File: src/rtl/bu2x_pkg.sv
// shared types and constants of the 2x bilinear upscaler
`timescale 1ns / 1ps

package bu2x_pkg;

    localparam int MAX_WIDTH  = 1024;
    localparam int MAX_HEIGHT = 1024;
    localparam int CH_BITS    = 16;

    localparam int COL_BITS   = $clog2(MAX_WIDTH);
    localparam int ROW_BITS   = $clog2(MAX_HEIGHT);
    localparam int CFG_BITS   = 11;
    localparam int COORD_BITS = 11;

    localparam int APB_DW     = 32;
    localparam int ADDR_BITS  = 3;

    localparam logic [CFG_BITS-1:0] WIDTH_RST  = CFG_BITS'(640);
    localparam logic [CFG_BITS-1:0] HEIGHT_RST = CFG_BITS'(480);
    localparam logic [CFG_BITS-1:0] WIDTH_MAX  = CFG_BITS'(MAX_WIDTH);
    localparam logic [CFG_BITS-1:0] HEIGHT_MAX = CFG_BITS'(MAX_HEIGHT);

    typedef struct packed {
        logic [CH_BITS-1:0] red;
        logic [CH_BITS-1:0] green;
        logic [CH_BITS-1:0] blue;
    } t_pix;

    // which of the up to four results of one source pixel
    typedef enum logic [1:0] {
        K_COPY,
        K_HMID,
        K_VMID,
        K_QUAD
    } t_kind;

    typedef enum logic {
        REG_SRC_WIDTH,
        REG_SRC_HEIGHT
    } t_reg;

endpackage

File: src/rtl/bu2x_avg.sv
// per-channel copy, two-pixel and four-pixel truncated averages
`timescale 1ns / 1ps

module bu2x_avg (
    input  bu2x_pkg::t_kind i_kind,
    input  bu2x_pkg::t_pix  i_p,
    input  bu2x_pkg::t_pix  i_l,
    input  bu2x_pkg::t_pix  i_u,
    input  bu2x_pkg::t_pix  i_ul,
    output bu2x_pkg::t_pix  o_pix
);
    import bu2x_pkg::*;

    function automatic logic [CH_BITS-1:0] avg_ch(
        input t_kind              kind,
        input logic [CH_BITS-1:0] p,
        input logic [CH_BITS-1:0] l,
        input logic [CH_BITS-1:0] u,
        input logic [CH_BITS-1:0] ul
    );
        logic [CH_BITS:0]   s_h;
        logic [CH_BITS:0]   s_v;
        logic [CH_BITS+1:0] s_q;
        logic [CH_BITS-1:0] res;
        s_h = {1'b0, l} + {1'b0, p};
        s_v = {1'b0, u} + {1'b0, p};
        s_q = {1'b0, s_h} + {2'b00, u} + {2'b00, ul};
        case (kind)
            K_COPY:  res = p;
            K_HMID:  res = s_h[CH_BITS:1];
            K_VMID:  res = s_v[CH_BITS:1];
            K_QUAD:  res = s_q[CH_BITS+1:2];
            default: res = p;
        endcase
        return res;
    endfunction

    assign o_pix.red   = avg_ch(i_kind, i_p.red,   i_l.red,   i_u.red,   i_ul.red);
    assign o_pix.green = avg_ch(i_kind, i_p.green, i_l.green, i_u.green, i_ul.green);
    assign o_pix.blue  = avg_ch(i_kind, i_p.blue,  i_l.blue,  i_u.blue,  i_ul.blue);

endmodule

File: config.mk
export PLATFORM = sky130hd
export DESIGN_NAME = bu2x_avg
export DESIGN_NICKNAME = d
export VERILOG_FILES = /design/src/rtl/bu2x_pkg.sv /design/src/rtl/bu2x_avg.sv
export SDC_FILE = /design/constraint.sdc
export NUM_CORES = 1
export LEC_CHECK = 0
export BUFFER_PORTS_ARGS = -buffer_cell sky130_fd_sc_hd__buf_2
export CAP_MARGIN = 15
export CORE_ASPECT_RATIO = 1.5
export CORE_MARGIN = 2
export CORE_UTILIZATION = 50
export DETAILED_ROUTE_END_ITERATION = 12
export PLACE_DENSITY_LB_ADDON = 0.05
export SLEW_MARGIN = 10
export SYNTH_ARGS = -nofsm -noshare
export SYNTH_HDL_FRONTEND = slang
export SYNTH_SLANG_ARGS = --single-unit
File: constraint.sdc
create_clock -name vclk -period 6.7
set_input_delay 1.34 -clock vclk [all_inputs]
set_output_delay 1.34 -clock vclk [all_outputs]
set_load 0.1 [all_outputs]
Word-level counts from Yosys, hierarchy flattened --
Cells that the tools add are included.
Cells by class: $add $sub $neg 12, equality and inequality tests 3, mux-type cells 3, reductions and logical operators 1
Operators by type and width (number):
- one-hot mux 16 bit (4 select lines) | 3
- adder 16 x 16 -> 17 bit | 6
- adder 17 x 16 -> 18 bit | 3
- adder 18 x 16 -> 18 bit | 3
- == test 2 bit (second input constant) | 2
- == test 2 x 1 -> 1 bit (second input constant) | 1
- logical NOT 2 bit | 1
Word-level totals: register bits 0, output and inout port bits 48, logic and storage cells 19

Logic depth before layout (Yosys ltp) --
depth after elaboration 4, depth in mapped cells 20

Worst setup path after synthesis --
OpenSTA, ideal clock, no wires.
path kind input-to-output, start point input port i_p[32] in the netlist's numbering, end point output port o_pix[44] in the netlist's numbering, arrival 7085 ps, setup slack -1725 ps, cell stages on the path 19, path buffers 0, path through ha_1 -> inv_1 -> fa_1 -> nor2b_1 -> o21ai_1 -> a21boi_1 -> o21ai_0 -> nor2b_1 -> xnor2_1 -> fa_1 -> ha_1 -> and2_4 -> a221o_1 -> a31oi_2 -> a21oi_1 -> o31a_1 -> nor2_1 -> xor2_1 -> a221oi_1
RTL lines:
- start: declaration | RTL line bu2x_avg.sv:6 | input bu2x_pkg::t_pix i_p,
- end: declaration | RTL line bu2x_avg.sv:10 | output bu2x_pkg::t_pix o_pix

==> metrics.md <==
| Metric | Value |
|---|---|
| Status | finished with violations |
| Failing checks | setup timing |
| Max Fclk | 145 MHz |
| Vias post-DR | 9,521 |
| Area delta synth->final | 50.5% |
| Cell Area, Synth | 8290 sq um |
| Chip Width | 109 microns |
| NumNets Final | 1,765 |
| Sw power | 0.00210 W |
| RSZ-0062 raised after global routing | yes |
| Gate Count Post-Synth | 991 |
| Worst hold path class | in2out |
| Fin worst setup slack | -0.212 ns |
| CP Max Fanout | 3 |
| Worst Path Required | 5.36 ns |
| Sw Share | 57.3% |
| # setup viols final | 15 |
| Rel. slew slack | 45.8% |
| Register area share after synthesis | 0% |
| Row Count | 57 |
| DP Cell Count | 1,560 |
| Initial drt markers | 404 |
| Power per cell area | 294 nW/um^2 |
| Comb pwr share | 100.0% |
| Commonest cells after routing, fill and taps aside | buf_2 (207), buf_4 (147), ha_1 (114) |
| Internal | 0.00156 W |
| Die ar. | 17,600 sq um |
| Vias in the first global route | 9,726 |
| Final ANT Viol Nets | 0 |
| Critical path arrival | 5.57 ns |
| Tot Pwr | 0.00366 W |
| Final Critical Period | 6.91 ns |
| Clock buffer count | 0 |
| Core ar. | 16,200 sq um |
| Share of cells above drive strength 1 | 42.1% |
| DRT Pass-1 Iters | 5 |
| Critical Path End | o_pix[28] |
| # IOs | 242 |
| Critical path capture point type | output pin |
| Worst-Margin Slew | 0.792 ns |
| Overflow after GRT | 0 |
| Placement Setup Slack | -0.346 ns |
| Slew Viols, Final | 0 |
| RD Place Congestion | 0.963 |
| Yosys cell types | 73 |
| Wire length after detailed routing | 29.2 mm |
| Mapped Nets | 1,380 |
| First-pass GRT wire length | 43.9 mm |
| Die Ht | 162 microns |
| Initial Util | 51.2% |
| DR WL/cell | 18.4 microns |
| Crit share post-route | 103% |
| Storage cell area | 0 sq um |
| Crit path from | i_p[16] |
| Crit path kind | in2out |
| Synth warn | 0 |
| Avg Cell Area, Syn | 8.36 sq um |
| Clk network pwr share | 0% |
| GR Util All Layers | 30.7% |
| Remaining DRCs | 0 |
| Hpwl dp | 23.4 mm |
| Commonest non-fill, non-tap cell in the layout | buf_2 |
| Largest net degree at the start of global routing | 58 |
| Vias per inst | 6.02 |
| Port bufs | 242 |
| CP startpoint kind | input pin |
| Leakage Power | 5.74 nW |
| Hold Vio Cnt, Final | 0 |
| Maximum vdd drop | 0.237 mV |
| Max-Cap Viols | 0 |
| Final Instance Count excl. Fillers | 1,582 |
| Register share of total power | 0% |
| Sequential cell count | 0 |
| Antenna violations before repair | 3 |
[synthesized netlist by cell type (10+ instances only)]
master,instances,area share (%)
and2_1,14,1.1
o31ai_1,11,1.0
o31a_1,10,1.1
fa_1,54,13
nor3_1,19,1.1
xnor2_1,68,7.2
nand2b_1,15,1.1
nand3_1,29,1.8
a21o_1,35,3.2
a31oi_1,15,1.1
nor2_1,84,3.8
nor2b_1,11,0.83
nand2_1,46,2.1
o21bai_1,11,1.0
mux4_2,32,8.7
a211oi_1,16,1.4
a21oi_1,88,5.3
clkbuf_1,11,0.50
inv_1,52,2.4
ha_1,141,21
o21ai_0,39,2.4
o21a_1,18,1.6
xor2_1,36,3.8
[metal layers]
| layer | vias to the layer above | part of all wire, % | global-route usage [%] | wire length (microns) |
|---|---|---|---|---|
| met1 | 4525 | 35 | 32.5 | 10300 |
| met2 | 333 | 55 | 59.4 | 15900 |
| met5 | - | 0.058 | 0 | 17 |
| li1 | 4547 | - | - | - |
| met4 | 2 | 5.0 | 13.6 | 1450 |
| met3 | 114 | 5.0 | 3.09 | 1470 |
[through the flow]
stage | hold slack, ns | utilization, % | cell area (sq um) | setup TNS (ns)
global placement | 3.14 | 70.2 | 11400 | -2.08
finish | 3.19 | 77.0 | 12500 | -1.46
global route | 3.23 | 77.0 | 12500 | -3.83
floorplan | 3.11 | - | 8690 | -1.73
CTS | 3.19 | 72.6 | 11800 | -0.727
detailed placement | 3.14 | 70.2 | 11400 | -3.46
[final cells by class]
type | count | area [sq um]
multi-input combinational | 923 | 9130
antenna | 2 | 5.00
fill | 1172 | 3720
tap | 206 | 258
inverter | 53 | 201
timing repair buffer | 398 | 2880
[critical path, stage by stage]
cell and delay (ns):
buf_6 0.10, ha_4 0.16, inv_2 0.05, fa_2 0.20
nor2b_2 0.05, o31a_1 0.32, o41a_1 0.38, a21o_1 0.20
a21o_1 0.20, a21oi_2 0.16, xnor2_2 0.15, fa_1 0.48
ha_4 0.25, buf_6 0.11, o21a_1 0.10, a211o_1 0.28
a21o_1 0.17, a21oi_2 0.19, xor2_2 0.11, a221oi_4 0.34
buf_12 0.22
[power by group through the flow]
| stage | sequential (W) | clock (W) | combinational (W) |
|---|---|---|---|
| after floorplan | 0 | 0 | 0.00225 |
| after global placement | 0 | 0 | 0.00313 |
| after detailed placement | 0 | 0 | 0.00316 |
| after CTS | 0 | 0 | 0.00331 |
| after global routing | 0 | 0.0000000000399 | 0.00388 |
| final | 0 | 0.0000000000400 | 0.00366 |
[logic make-up after synthesis]
kind of cell | Yosys count | synth area share, %
adders and majority gates | 195 | 34.3
xor gates and xnor gates | 104 | 11.0
and+or+nand+nor | 262 | 15.4
buffers and inverters | 68 | 3.08
AOI/OAI and AO/OA | 323 | 26.6
muxes | 39 | 9.57
[how the worst min path moves through the flow]
stage | from | to | slack [ns] | depth (start not counted)
finish | i_p[30] | o_pix[30] | 3.19 | 4
global route | i_p[9] | o_pix[9] | 3.23 | 3
CTS | i_p[30] | o_pix[30] | 3.19 | 4
detailed placement | i_p[14] | o_pix[14] | 3.14 | 4
global placement | i_p[14] | o_pix[14] | 3.14 | 4
floorplan | i_p[14] | o_pix[14] | 3.11 | 2
[what timing repair did]
action	CTS	global route
buffers inserted	9	13
hold buffers	0	0
gates resized for setup	68	123
cloned	0	0
pin swaps	60	73
setup endpoints to repair	22	28
(Power assumes the default switching activity.)
